### config.mk
export PLATFORM = sky130hd
export DESIGN_NAME = virtqueue_descriptor_chain_manager
export DESIGN_NICKNAME = d
export VERILOG_FILES = /design/src/hw/rtl/vqdcm_pkg.sv /design/src/hw/rtl/virtqueue_descriptor_chain_manager.sv /design/src/hw/rtl/vqdcm_mac.sv
export SDC_FILE = /design/constraint.sdc
export NUM_CORES = 2
export LEC_CHECK = 0
export ABC_AREA = 1
export BUFFER_PORTS_ARGS = -buffer_cell sky130_fd_sc_hd__buf_2
export CAP_MARGIN = 20
export CORE_MARGIN = 5
export CORE_UTILIZATION = 61
export DETAILED_ROUTE_END_ITERATION = 7
export PLACE_DENSITY_LB_ADDON = 0.1
export SYNTH_ARGS = -nofsm -noshare
export SYNTH_HDL_FRONTEND = slang
export SYNTH_SLANG_ARGS = --single-unit
### constraint.sdc
create_clock -name i_clk -period 11.4 [get_ports i_clk]
set_input_delay 1.14 -clock i_clk [delete_from_list [all_inputs] [get_ports i_clk]]
set_output_delay 1.14 -clock i_clk [all_outputs]
set_load 0.05 [all_outputs]
### src/hw/rtl/vqdcm_pkg.sv
// shared types, codes and constants of the virtqueue descriptor chain manager
`timescale 1ns / 1ps

package vqdcm_pkg;

    // defaults of the top-level parameters
    localparam int DESC_COUNT_DEF    = 8;
    localparam int HEADER_STRIDE_DEF = 16;
    localparam int STATUS_STRIDE_DEF = 16;

    // longest walk of a free item, in records
    localparam int MAX_RECORDS = 8;
    localparam int CNT_W       = $clog2(MAX_RECORDS);

    // input item kinds (tuser)
    localparam logic KIND_SUBMIT = 1'b0;
    localparam logic KIND_FREE   = 1'b1;

    // error codes
    localparam logic [1:0] ERR_NONE = 2'd0;
    localparam logic [1:0] ERR_FEW  = 2'd1;
    localparam logic [1:0] ERR_FREE = 2'd2;

    // descriptor flags
    localparam logic [1:0] FLAG_NEXT      = 2'b01;
    localparam logic [1:0] FLAG_DEV_WRITE = 2'b10;

    // descriptor lengths
    localparam logic [16:0] HEADER_LEN = 17'd16;
    localparam logic [16:0] STATUS_LEN = 17'd1;

    // configuration register indexes
    localparam int          CFG_IDX_W         = 2;
    localparam logic [1:0]  CFG_HEADER_BASE   = 2'd0;
    localparam logic [1:0]  CFG_STATUS_BASE   = 2'd1;
    localparam logic [1:0]  CFG_BLOCK_BYTES   = 2'd2;
    localparam logic [1:0]  CFG_SECTORS_PER_B = 2'd3;

    // configuration reset values
    localparam logic [16:0] BLOCK_BYTES_RST = 17'd1024;
    localparam logic [7:0]  SPB_RST         = 8'd2;

    // input item payload
    localparam int IN_FIELDS_W = 1 + 32 + 64 + 3;
    localparam int IN_TDATA_W  = ((IN_FIELDS_W + 7) / 8) * 8;

    // one result record, desc_index in the lowest bits
    typedef struct packed {
        logic [1:0]  error;
        logic [2:0]  avail_head;
        logic [2:0]  ring_slot;
        logic [38:0] sector;
        logic        req_type;
        logic [2:0]  desc_next;
        logic [1:0]  desc_flags;
        logic [16:0] desc_len;
        logic [63:0] desc_addr;
        logic [2:0]  desc_index;
    } t_rec;

    localparam int REC_W       = $bits(t_rec);
    localparam int OUT_TDATA_W = ((REC_W + 7) / 8) * 8;

    // operation of the shared multiply-add unit: a + x * y
    typedef struct packed {
        logic [63:0] a;
        logic [31:0] x;
        logic [7:0]  y;
    } t_mac_op;

    typedef enum logic [2:0] {
        ST_IDLE,
        ST_PICK,
        ST_CALC,
        ST_SUB_OUT,
        ST_SUB_ERR,
        ST_FR_CHECK,
        ST_FR_OUT,
        ST_FR_ERR
    } t_state;

endpackage

### src/hw/rtl/virtqueue_descriptor_chain_manager.sv
// top level: descriptor free map, chain links, submit and free sequencer
`timescale 1ns / 1ps

// channel   dir  handshake                       payload
// s_axis    in   s_axis_tvalid / s_axis_tready   tdata: is_write, block_number, data_addr,
//                                                head_index; tuser: kind
// m_axis    out  m_axis_tvalid / m_axis_tready   tdata: one descriptor record; tlast: last
// cfg       in   i_cfg_valid / o_cfg_ready       i_cfg_index, i_cfg_data
//
// a submit runs from acceptance to its last record as 3 free-map scans, three operations on
// the shared multiply-add unit, then 3 records; a submit that finds too few free gives one
// error record
// a free item checks and releases each descriptor walked and emits its record, taking the
// next link from the registered read of the chain link memory
// reset (i_rst_n low, synchronous) frees every descriptor and zeroes the ring producer
// a stalled output holds the sequencer in its record state; input is taken only when idle

module virtqueue_descriptor_chain_manager #(
    parameter int DESC_COUNT    = vqdcm_pkg::DESC_COUNT_DEF,
    parameter int HEADER_STRIDE = vqdcm_pkg::HEADER_STRIDE_DEF,
    parameter int STATUS_STRIDE = vqdcm_pkg::STATUS_STRIDE_DEF
) (
    input  logic                                i_clk,
    input  logic                                i_rst_n,
    // input items
    input  logic                                s_axis_tvalid,
    output logic                                s_axis_tready,
    // [0] is_write, [32:1] block_number, [96:33] data_addr, [99:97] head_index
    input  logic [vqdcm_pkg::IN_TDATA_W-1:0]    s_axis_tdata,
    // [0] kind
    input  logic                                s_axis_tuser,
    // result items
    output logic                                m_axis_tvalid,
    input  logic                                m_axis_tready,
    // [2:0] desc_index, [66:3] desc_addr, [83:67] desc_len, [85:84] desc_flags,
    // [88:86] desc_next, [89] req_type, [128:90] sector, [131:129] ring_slot,
    // [134:132] avail_head, [136:135] error
    output logic [vqdcm_pkg::OUT_TDATA_W-1:0]   m_axis_tdata,
    output logic                                m_axis_tlast,
    // configuration writes
    input  logic                                i_cfg_valid,
    output logic                                o_cfg_ready,
    input  logic [vqdcm_pkg::CFG_IDX_W-1:0]     i_cfg_index,
    input  logic [63:0]                         i_cfg_data
);

    // descriptor index width, never below the 3-bit record fields
    localparam int IW   = (DESC_COUNT > 8) ? $clog2(DESC_COUNT) : 3;
    localparam int SPAN = 1 << IW;
    localparam logic [IW-1:0] LAST_IDX = IW'(DESC_COUNT - 1);
    localparam logic [vqdcm_pkg::CNT_W-1:0] CNT_LAST = vqdcm_pkg::CNT_W'(
        vqdcm_pkg::MAX_RECORDS - 1);

    // lowest set bit: {found, index}
    function automatic logic [IW:0] find_first(input logic [DESC_COUNT-1:0] v);
        logic [IW:0] res;
        res = '0;
        for (int i = DESC_COUNT - 1; i >= 0; i--) begin
            if (v[i]) begin
                res = {1'b1, IW'(i)};
            end
        end
        return res;
    endfunction

    // configuration
    logic [63:0] r_hdr_base;
    logic [63:0] r_stat_base;
    logic [16:0] r_blk_bytes;
    logic [7:0]  r_spb;

    // control state
    vqdcm_pkg::t_state             r_state, n_state;
    logic [2:0]                    r_step, n_step;
    logic [vqdcm_pkg::CNT_W-1:0]   r_cnt, n_cnt;
    logic [IW-1:0]                 r_cur, n_cur;
    logic [DESC_COUNT-1:0]         r_free, n_free;
    logic [DESC_COUNT-1:0]         r_picked, n_picked;
    logic [15:0]                   r_producer, n_producer;
    logic [IW-1:0]                 r_slot, n_slot;
    logic                          r_out_valid, n_out_valid;

    // item payload
    logic                          r_is_write;
    logic [31:0]                   r_blk_num;
    logic [63:0]                   r_data_addr;
    logic [IW-1:0]                 r_pick [3];
    logic [63:0]                   r_hdr_addr;
    logic [38:0]                   r_sector;
    logic [63:0]                   r_stat_addr;
    logic [IW-1:0]                 r_sub_slot;
    vqdcm_pkg::t_rec               r_out;
    logic                          r_out_last;

    // chain link memory: {has_next, next}
    logic [IW:0]                   r_chain [SPAN];
    logic [IW:0]                   r_rd;

    logic                          w_accept;
    logic                          w_out_free;
    logic                          w_load;
    vqdcm_pkg::t_rec               w_rec;
    logic                          w_rec_last;
    logic [IW:0]                   w_ff;
    logic [SPAN-1:0]               w_free_pad;
    logic                          w_bad;
    logic                          w_we;
    logic [IW-1:0]                 w_waddr;
    logic [IW:0]                   w_wdata;
    logic                          w_rd_en;
    vqdcm_pkg::t_mac_op            w_op;
    logic [63:0]                   w_sum;

    assign s_axis_tready = (r_state == vqdcm_pkg::ST_IDLE);
    assign w_accept      = s_axis_tvalid && s_axis_tready;
    assign w_out_free    = !r_out_valid || m_axis_tready;
    assign o_cfg_ready   = 1'b1;

    assign m_axis_tvalid = r_out_valid;
    assign m_axis_tdata  = {(vqdcm_pkg::OUT_TDATA_W - vqdcm_pkg::REC_W)'(0), r_out};
    assign m_axis_tlast  = r_out_last;

    assign w_ff = find_first(r_free & ~r_picked);

    // descriptors past the end read as free, so they take the error path
    always_comb begin
        w_free_pad                 = '1;
        w_free_pad[DESC_COUNT-1:0] = r_free;
    end
    assign w_bad = w_free_pad[r_cur];

    vqdcm_mac u_mac (
        .i_clk (i_clk),
        .i_op  (w_op),
        .o_sum (w_sum)
    );

    // sequencer
    always_comb begin
        n_state     = r_state;
        n_step      = r_step;
        n_cnt       = r_cnt;
        n_cur       = r_cur;
        n_free      = r_free;
        n_picked    = r_picked;
        n_producer  = r_producer;
        n_slot      = r_slot;
        n_out_valid = r_out_valid && !m_axis_tready;
        w_load      = 1'b0;
        w_rec       = '0;
        w_rec_last  = 1'b0;
        w_we        = 1'b0;
        w_waddr     = r_pick[0];
        w_wdata     = '0;
        w_rd_en     = 1'b0;
        w_op        = '0;

        case (r_state)
            vqdcm_pkg::ST_IDLE: begin
                if (w_accept) begin
                    if (s_axis_tuser == vqdcm_pkg::KIND_FREE) begin
                        n_cur   = IW'(s_axis_tdata[99:97]);
                        n_cnt   = '0;
                        n_state = vqdcm_pkg::ST_FR_CHECK;
                    end else begin
                        n_picked = '0;
                        n_step   = '0;
                        n_state  = vqdcm_pkg::ST_PICK;
                    end
                end
            end

            // one free descriptor per cycle, lowest first
            vqdcm_pkg::ST_PICK: begin
                if (!w_ff[IW]) begin
                    n_state = vqdcm_pkg::ST_SUB_ERR;
                end else begin
                    n_picked[w_ff[IW-1:0]] = 1'b1;
                    if (r_step == 3'd2) begin
                        n_step  = '0;
                        n_state = vqdcm_pkg::ST_CALC;
                    end else begin
                        n_step = r_step + 3'd1;
                    end
                end
            end

            // issue header address, sector, status address; collect each from the registered multiply-add result
            vqdcm_pkg::ST_CALC: begin
                n_step = r_step + 3'd1;
                case (r_step)
                    3'd0: begin
                        w_op = '{a: r_hdr_base, x: 32'(r_pick[0]), y: 8'(HEADER_STRIDE)};
                        w_we    = 1'b1;
                        w_waddr = r_pick[0];
                        w_wdata = {1'b1, r_pick[1]};
                        n_free[r_pick[0]] = 1'b0;
                        n_free[r_pick[1]] = 1'b0;
                        n_free[r_pick[2]] = 1'b0;
                    end
                    3'd1: begin
                        w_op = '{a: 64'd0, x: r_blk_num, y: r_spb};
                        w_we    = 1'b1;
                        w_waddr = r_pick[1];
                        w_wdata = {1'b1, r_pick[2]};
                    end
                    3'd2: begin
                        w_op = '{a: r_stat_base, x: 32'(r_pick[0]), y: 8'(STATUS_STRIDE)};
                        w_we    = 1'b1;
                        w_waddr = r_pick[2];
                        w_wdata = '0;
                    end
                    3'd3: begin
                    end
                    3'd4: begin
                        // ring slot tracks producer mod count, also across the 16-bit wrap
                        n_producer = r_producer + 16'd1;
                        if (r_producer == 16'hffff || r_slot == LAST_IDX) begin
                            n_slot = '0;
                        end else begin
                            n_slot = r_slot + IW'(1);
                        end
                        n_step  = '0;
                        n_state = vqdcm_pkg::ST_SUB_OUT;
                    end
                    default: begin
                        n_step = '0;
                    end
                endcase
            end

            // header, data and status records
            vqdcm_pkg::ST_SUB_OUT: begin
                w_rec.desc_index = r_pick[r_step[1:0]][2:0];
                w_rec.ring_slot  = r_sub_slot[2:0];
                w_rec.avail_head = r_pick[0][2:0];
                case (r_step)
                    3'd0: begin
                        w_rec.desc_addr  = r_hdr_addr;
                        w_rec.desc_len   = vqdcm_pkg::HEADER_LEN;
                        w_rec.desc_flags = vqdcm_pkg::FLAG_NEXT;
                        w_rec.desc_next  = r_pick[1][2:0];
                        w_rec.req_type   = r_is_write;
                        w_rec.sector     = r_sector;
                    end
                    3'd1: begin
                        w_rec.desc_addr  = r_data_addr;
                        w_rec.desc_len   = r_blk_bytes;
                        w_rec.desc_flags = r_is_write ? vqdcm_pkg::FLAG_NEXT
                                         : (vqdcm_pkg::FLAG_NEXT | vqdcm_pkg::FLAG_DEV_WRITE);
                        w_rec.desc_next  = r_pick[2][2:0];
                    end
                    default: begin
                        w_rec.desc_addr  = r_stat_addr;
                        w_rec.desc_len   = vqdcm_pkg::STATUS_LEN;
                        w_rec.desc_flags = vqdcm_pkg::FLAG_DEV_WRITE;
                        w_rec_last       = 1'b1;
                    end
                endcase
                if (w_out_free) begin
                    w_load      = 1'b1;
                    n_out_valid = 1'b1;
                    if (r_step == 3'd2) begin
                        n_step  = '0;
                        n_state = vqdcm_pkg::ST_IDLE;
                    end else begin
                        n_step = r_step + 3'd1;
                    end
                end
            end

            // too few free: nothing changes
            vqdcm_pkg::ST_SUB_ERR: begin
                w_rec.error = vqdcm_pkg::ERR_FEW;
                w_rec_last  = 1'b1;
                if (w_out_free) begin
                    w_load      = 1'b1;
                    n_out_valid = 1'b1;
                    n_state     = vqdcm_pkg::ST_IDLE;
                end
            end

            // check the descriptor, release it and fetch its link
            vqdcm_pkg::ST_FR_CHECK: begin
                if (w_bad) begin
                    n_state = vqdcm_pkg::ST_FR_ERR;
                end else begin
                    w_rd_en       = 1'b1;
                    n_free[r_cur] = 1'b1;
                    n_state       = vqdcm_pkg::ST_FR_OUT;
                end
            end

            // link stays in r_rd while the output stalls; stale links are never read
            // because a descriptor is read only after a submit wrote it
            vqdcm_pkg::ST_FR_OUT: begin
                w_rec.desc_index = r_cur[2:0];
                w_rec_last       = !r_rd[IW] || (r_cnt == CNT_LAST);
                if (w_out_free) begin
                    w_load      = 1'b1;
                    n_out_valid = 1'b1;
                    if (w_rec_last) begin
                        n_state = vqdcm_pkg::ST_IDLE;
                    end else begin
                        n_cur   = r_rd[IW-1:0];
                        n_cnt   = r_cnt + vqdcm_pkg::CNT_W'(1);
                        n_state = vqdcm_pkg::ST_FR_CHECK;
                    end
                end
            end

            vqdcm_pkg::ST_FR_ERR: begin
                w_rec.desc_index = r_cur[2:0];
                w_rec.error      = vqdcm_pkg::ERR_FREE;
                w_rec_last       = 1'b1;
                if (w_out_free) begin
                    w_load      = 1'b1;
                    n_out_valid = 1'b1;
                    n_state     = vqdcm_pkg::ST_IDLE;
                end
            end

            default: begin
                n_state = vqdcm_pkg::ST_IDLE;
            end
        endcase
    end

    // control registers
    always_ff @(posedge i_clk) begin
        if (!i_rst_n) begin
            r_state     <= vqdcm_pkg::ST_IDLE;
            r_step      <= '0;
            r_cnt       <= '0;
            r_cur       <= '0;
            r_free      <= '1;
            r_picked    <= '0;
            r_producer  <= '0;
            r_slot      <= '0;
            r_out_valid <= 1'b0;
        end else begin
            r_state     <= n_state;
            r_step      <= n_step;
            r_cnt       <= n_cnt;
            r_cur       <= n_cur;
            r_free      <= n_free;
            r_picked    <= n_picked;
            r_producer  <= n_producer;
            r_slot      <= n_slot;
            r_out_valid <= n_out_valid;
        end
    end

    // configuration registers
    always_ff @(posedge i_clk) begin
        if (!i_rst_n) begin
            r_hdr_base  <= '0;
            r_stat_base <= '0;
            r_blk_bytes <= vqdcm_pkg::BLOCK_BYTES_RST;
            r_spb       <= vqdcm_pkg::SPB_RST;
        end else if (i_cfg_valid && o_cfg_ready) begin
            case (i_cfg_index)
                vqdcm_pkg::CFG_HEADER_BASE:   r_hdr_base  <= i_cfg_data;
                vqdcm_pkg::CFG_STATUS_BASE:   r_stat_base <= i_cfg_data;
                vqdcm_pkg::CFG_BLOCK_BYTES:   r_blk_bytes <= i_cfg_data[16:0];
                vqdcm_pkg::CFG_SECTORS_PER_B: r_spb       <= i_cfg_data[7:0];
                default: begin
                end
            endcase
        end
    end

    // item payload registers
    always_ff @(posedge i_clk) begin
        if (w_accept) begin
            r_is_write  <= s_axis_tdata[0];
            r_blk_num   <= s_axis_tdata[32:1];
            r_data_addr <= s_axis_tdata[96:33];
        end
        if (r_state == vqdcm_pkg::ST_PICK && w_ff[IW]) begin
            r_pick[r_step[1:0]] <= w_ff[IW-1:0];
        end
        if (r_state == vqdcm_pkg::ST_CALC) begin
            if (r_step == 3'd2) begin
                r_hdr_addr <= w_sum;
            end
            if (r_step == 3'd3) begin
                r_sector <= w_sum[38:0];
            end
            if (r_step == 3'd4) begin
                r_stat_addr <= w_sum;
                r_sub_slot  <= r_slot;
            end
        end
        if (w_load) begin
            r_out      <= w_rec;
            r_out_last <= w_rec_last;
        end
    end

    // chain link memory, one write and one registered read port
    always_ff @(posedge i_clk) begin
        if (w_we) begin
            r_chain[w_waddr] <= w_wdata;
        end
        if (w_rd_en) begin
            r_rd <= r_chain[r_cur];
        end
    end

`ifndef SYNTHESIS
    // a committed submit takes exactly three descriptors
    a_submit_takes_three: assert property (@(posedge i_clk) disable iff (!i_rst_n)
        ($past(i_rst_n) && $past(r_state) == vqdcm_pkg::ST_CALC && $past(r_step) == 3'd0)
        |-> ($countones(r_free) == $countones($past(r_free)) - 3))
        else $error("submit did not take three descriptors");

    // a walked descriptor is free afterwards
    a_walk_frees: assert property (@(posedge i_clk) disable iff (!i_rst_n)
        (r_state == vqdcm_pkg::ST_FR_CHECK && !w_bad) |=> w_free_pad[$past(r_cur)])
        else $error("walked descriptor not freed");

    // an error record always ends the item
    a_error_is_last: assert property (@(posedge i_clk) disable iff (!i_rst_n)
        (r_out_valid && r_out.error != vqdcm_pkg::ERR_NONE) |-> r_out_last)
        else $error("error record without last");

    // ring slot stays inside the ring
    a_slot_range: assert property (@(posedge i_clk) disable iff (!i_rst_n)
        r_slot <= LAST_IDX)
        else $error("ring slot out of range");
`endif

endmodule

### src/hw/rtl/vqdcm_mac.sv
// shared two-stage multiply-add unit: sum = a + x * y
`timescale 1ns / 1ps

module vqdcm_mac (
    input  logic                 i_clk,
    input  vqdcm_pkg::t_mac_op   i_op,
    output logic [63:0]          o_sum
);

    logic [39:0] r_prod;
    logic [63:0] r_a;
    logic [63:0] r_sum;

    // stage one multiplies, stage two adds
    always_ff @(posedge i_clk) begin
        r_prod <= {8'd0, i_op.x} * {32'd0, i_op.y};
        r_a    <= i_op.a;
        r_sum  <= r_a + {24'd0, r_prod};
    end

    assign o_sum = r_sum;

endmodule
==> reports/summary.md <==
Starting density of the core: 61.19%. The tools report the count of antenna-violating nets left after detailed routing as 0. The logs give 4.53 ns for the flop-to-flop setup slack and 41,820 um2 for the netlist area before placement. STA puts the critical path data arrival time at 7.41 ns. Leaving out filler cells and counting taps, the final layout contains 6,025. In this run the worst path has a maximum fanout of 71. The initial antenna violation count was 5; the wire length of the first global-routing pass was 176.7 mm. The average instance in the mapped netlist occupies 8.744 um2.

The critical path required time is 11.93 ns. STA classifies the critical path endpoint as a flip-flop. The smallest clock period supported by the final layout is computed as 6.875 ns.

The tools report the part of the total power dissipated in the clock network as 33.1%. The placer congestion estimate is 0.9646. The endpoint of the worst hold-timing path is r_hdr_addr[39]$_DFFE_PP_. Derived from the worst setup path, the maximum achievable clock frequency is 145.5 MHz. The die width is 271.8 um, and the detailed-route vias per instance is 5.428.

In this run the vertical extent of the chip is 271.8 um. The analysis attributes to net switching a power of 2.952 mW. Number of failing hold endpoints at the final stage: 0. The floorplan die area came out at 73,900 um2. Setup repair after global routing left no endpoint under its margin. Leaving out fill and tap cells, the most frequent cell in the layout is sky130_fd_sc_hd__nand2_1. The worst setup path is launched from a flip-flop.

In this run the deepest clock path goes through 3 buffers. The min-delay analysis places its worst path in the category reg -> reg. The cell at the root of the clock tree was sky130_fd_sc_hd__clkbuf_16. The switching share of total power is 34.22%, and the overflow left after global routing is 0. The synthesis-to-finish area growth was 12.63%. The run gives 68,350 um2 as the placeable core region. Counting flops and latches in the post-synthesis netlist gives 824.

The first routing iteration left 3,109 violations. The tools report the number of distinct library cells after synthesis as 49. The number of max-slew violations in the final report is 0. The routed layout has 32,700 vias. After synthesis, the cell types taking the most area are sky130_fd_sc_hd__edfxtp_1, sky130_fd_sc_hd__dfxtp_1, sky130_fd_sc_hd__nand2_1, sky130_fd_sc_hd__fa_1, sky130_fd_sc_hd__inv_1. The share of the Yosys chip area taken by registers is 50.28%. The run finished with clean final reports. Number of global-route vias before repair: 31,990. Counting every instance in the synthesized netlist gives 4,783. Headroom to the max-slew limit came out at 26.69%. The logs give 96 for the total number of placement rows and 0 for the max capacitance violation total. After detailed routing, the total wire length is 112.5 mm. The leakage power summed over all cells is 21.45 nW, and the total number of H-tree levels is 3.

During placement, the flow inserted port buffers numbering 311. The quantity of gates resized following cts was 0. The run gives 84 as the number of buffers created by CTS. Power share of the sequential group: 43.2%. The HPWL after detailed placement is 81.26 mm, and the number of buffers added for setup after CTS is 0. The run gives 0.0002274 V as the maximum resistive drop on vdd. For this design, the CTS-stage hold fixing added 0 buffers. For the final database, setup skew stands at 0.04533 ns.

The run gives 824 as the number of clock sinks. After detailed placement, the design holds a cell count of 5,861. The tools report the residual DRC count as 0. The path type of the worst setup path is reg -> reg. The number of flops mapped to enable cells by yosys was 453. The worst register-to-register path begins at r_step[1]$_SDFFE_PN0P_. For this run, the total global-route usage over all layers was measured as 30.29%. Of all flip-flops after synthesis, the portion carrying an async set or reset was 0%. The internal power contribution is 5.675 mW. TritonCTS built the clock tree.

The depth of the worst register-to-register path was 24. The power per cell area was 183.1 nW/um2. The commonest register cell after synthesis is sky130_fd_sc_hd__edfxtp_1. At the pin with the least slew margin, the transition time is 1.100 ns.

Pin placement for this block handled 324 I/O pins. The tools report the pin count of the biggest net entering global routing as 82. Endpoint of the worst-slack reg-to-reg timing path: u_mac.r_prod[32]$_DFF_P_.

The number of failing setup endpoints in the final timing report is 0, and the worst hold path cell count is 0. The library cells used most frequently in the layout, excluding fill and tap cells, are sky130_fd_sc_hd__nand2_1, sky130_fd_sc_hd__inv_1, sky130_fd_sc_hd__nor2_1. After layout, the worst path uses 60.30% of the clock period. In this run the most critical hold path is launched from u_mac.o_sum[39]$_DFF_P_. At the later pin of the worst-skew pair, clock insertion delay measures 0.66 ns. The share of synthesized area in the top cell type comes to 32.52%.

Adding up every negative setup slack in the final design gives 0 ns. The number of nets in the finished design came out at 5,533. The iteration count of the initial detailed-routing pass was 5; the part of the power in combinational logic was 23.8%.

For the count of warnings emitted by yosys, the log shows 0. On the final layout, the worst hold slack is 0.4131 ns. The post-route netlist has 10.33% of its cells at a drive strength greater than 1. The clock transition time at the flip-flop clock pins of the worst setup and hold paths works out to 0.06 ns. The biggest area contributor in the post-synthesis netlist is sky130_fd_sc_hd__edfxtp_1.

After detailed routing, the average wire length per cell comes to 18.67 um.
-- state kept, by name (all words and copies together) (netlist names), 32 cells and up, named ones only --
name	cells
u_mac.r_a	64
r_blk_num	32
r_data_addr	64
m_axis_tdata	137
r_stat_addr	64
u_mac.o_sum	64
r_stat_base	64
r_chain	32
u_mac.r_prod	40
r_hdr_base	64
r_hdr_addr	64
r_sector	39
-- power groups by stage --
stage / sequential (mW) / clock, mW / combinational [mW]
4_1_cts: 3.72 / 2.89 / 2.04
3_3_place_gp: 3.77 / 0 / 2.01
3_5_place_dp: 3.78 / 0 / 2.03
5_1_grt: 3.75 / 3.02 / 2.19
6_report: 3.72 / 2.85 / 2.05
2_1_floorplan: 4.12 / 0 / 1.07
-- worst max-delay path, cell delays in order (launching register included) --
cell                       delay (ns)
sky130_fd_sc_hd__dfxtp_1         0.34
sky130_fd_sc_hd__inv_1           0.10
sky130_fd_sc_hd__ha_1            0.23
sky130_fd_sc_hd__nand2_2         0.07
sky130_fd_sc_hd__buf_4           0.27
sky130_fd_sc_hd__inv_2           0.30
sky130_fd_sc_hd__buf_4           0.78
sky130_fd_sc_hd__nand3_1         0.52
sky130_fd_sc_hd__nor2_1          0.30
sky130_fd_sc_hd__fa_1            0.48
sky130_fd_sc_hd__fa_1            0.54
sky130_fd_sc_hd__fa_1            0.55
sky130_fd_sc_hd__inv_1           0.06
sky130_fd_sc_hd__fa_1            0.56
sky130_fd_sc_hd__inv_1           0.05
sky130_fd_sc_hd__ha_1            0.36
sky130_fd_sc_hd__nand2_1         0.12
sky130_fd_sc_hd__nor2_1          0.19
sky130_fd_sc_hd__inv_1           0.09
sky130_fd_sc_hd__nor3_1          0.25
sky130_fd_sc_hd__nand2_1         0.09
sky130_fd_sc_hd__nand2_1         0.15
sky130_fd_sc_hd__nand3b_1        0.13
sky130_fd_sc_hd__nand3_1         0.11
sky130_fd_sc_hd__nand2_1         0.07
-- layout make-up --
class                      instances  area (um2)
clock buffer                     112        2308
inverter                         724        2720
tap                              882        1104
sequential                       824       21030
antenna                            5       12.51
multi-input combinational       3091       17520
timing repair buffer             341        1788
fill                            5525       21240
clock inverter                    46       628.1
-- cells by family after synthesis --
family	synth area share [%]
adders and majority gates	11.95
buffers and inverters	8.047
and+or+nand+nor	20.93
xor gates and xnor gates	1.173
AOI/OAI and AO/OA	7.599
DFF	50.28
other	0.01796
-- through the flow --
stage	area, um2	setup slack [ns]	utilization, %	total power [mW]
CTS	47080	4.508	68.89	8.655
global placement	44150	4.631	64.59	5.783
detailed placement	44150	4.550	64.59	5.807
floorplan	41850	2.840	-	5.194
global route	47100	4.176	68.91	8.963
finish	47110	4.525	68.93	8.627
-- how the worst max path moves through the flow --
stage	to	slack [ns]	start	depth (start not counted)
5_1_grt	u_mac.r_prod[33]$_DFF_P_	4.18	r_step[1]$_SDFFE_PN0P_	26
3_3_place_gp	u_mac.r_prod[38]$_DFF_P_	4.63	r_step[1]$_SDFFE_PN0P_	23
3_5_place_dp	u_mac.r_prod[32]$_DFF_P_	4.55	r_step[1]$_SDFFE_PN0P_	24
4_1_cts	u_mac.r_prod[32]$_DFF_P_	4.51	r_step[1]$_SDFFE_PN0P_	24
6_report	u_mac.r_prod[32]$_DFF_P_	4.53	r_step[1]$_SDFFE_PN0P_	24
2_1_floorplan	m_axis_tdata[0]$_DFFE_PP_	2.84	m_axis_tready	2
-- layer usage --
metal  vias to the layer above  global-route usage, %  wire, um
li1                      15790                      -         -
met1                     15470                  42.70     47650
met2                      1257                  49.16     52210
met3                       187                  4.907      9302
met4                         0                  8.864      3329
met5                         -                      0         0
-- Yosys cell counts, types with 20 or more instances --
cell / instances
sky130_fd_sc_hd__xor2_1: 48
sky130_fd_sc_hd__fa_1: 181
sky130_fd_sc_hd__nand4_1: 33
sky130_fd_sc_hd__buf_1: 20
sky130_fd_sc_hd__buf_2: 24
sky130_fd_sc_hd__o21ai_0: 233
sky130_fd_sc_hd__nand3_1: 198
sky130_fd_sc_hd__nor3_1: 87
sky130_fd_sc_hd__a21oi_1: 210
sky130_fd_sc_hd__nor2_1: 671
sky130_fd_sc_hd__edfxtp_1: 453
sky130_fd_sc_hd__a22o_1: 67
sky130_fd_sc_hd__inv_1: 708
sky130_fd_sc_hd__dfxtp_1: 371
sky130_fd_sc_hd__nand2_1: 1145
sky130_fd_sc_hd__clkbuf_1: 93
sky130_fd_sc_hd__ha_1: 110
Note: power is estimated with default switching activity, not from simulation.
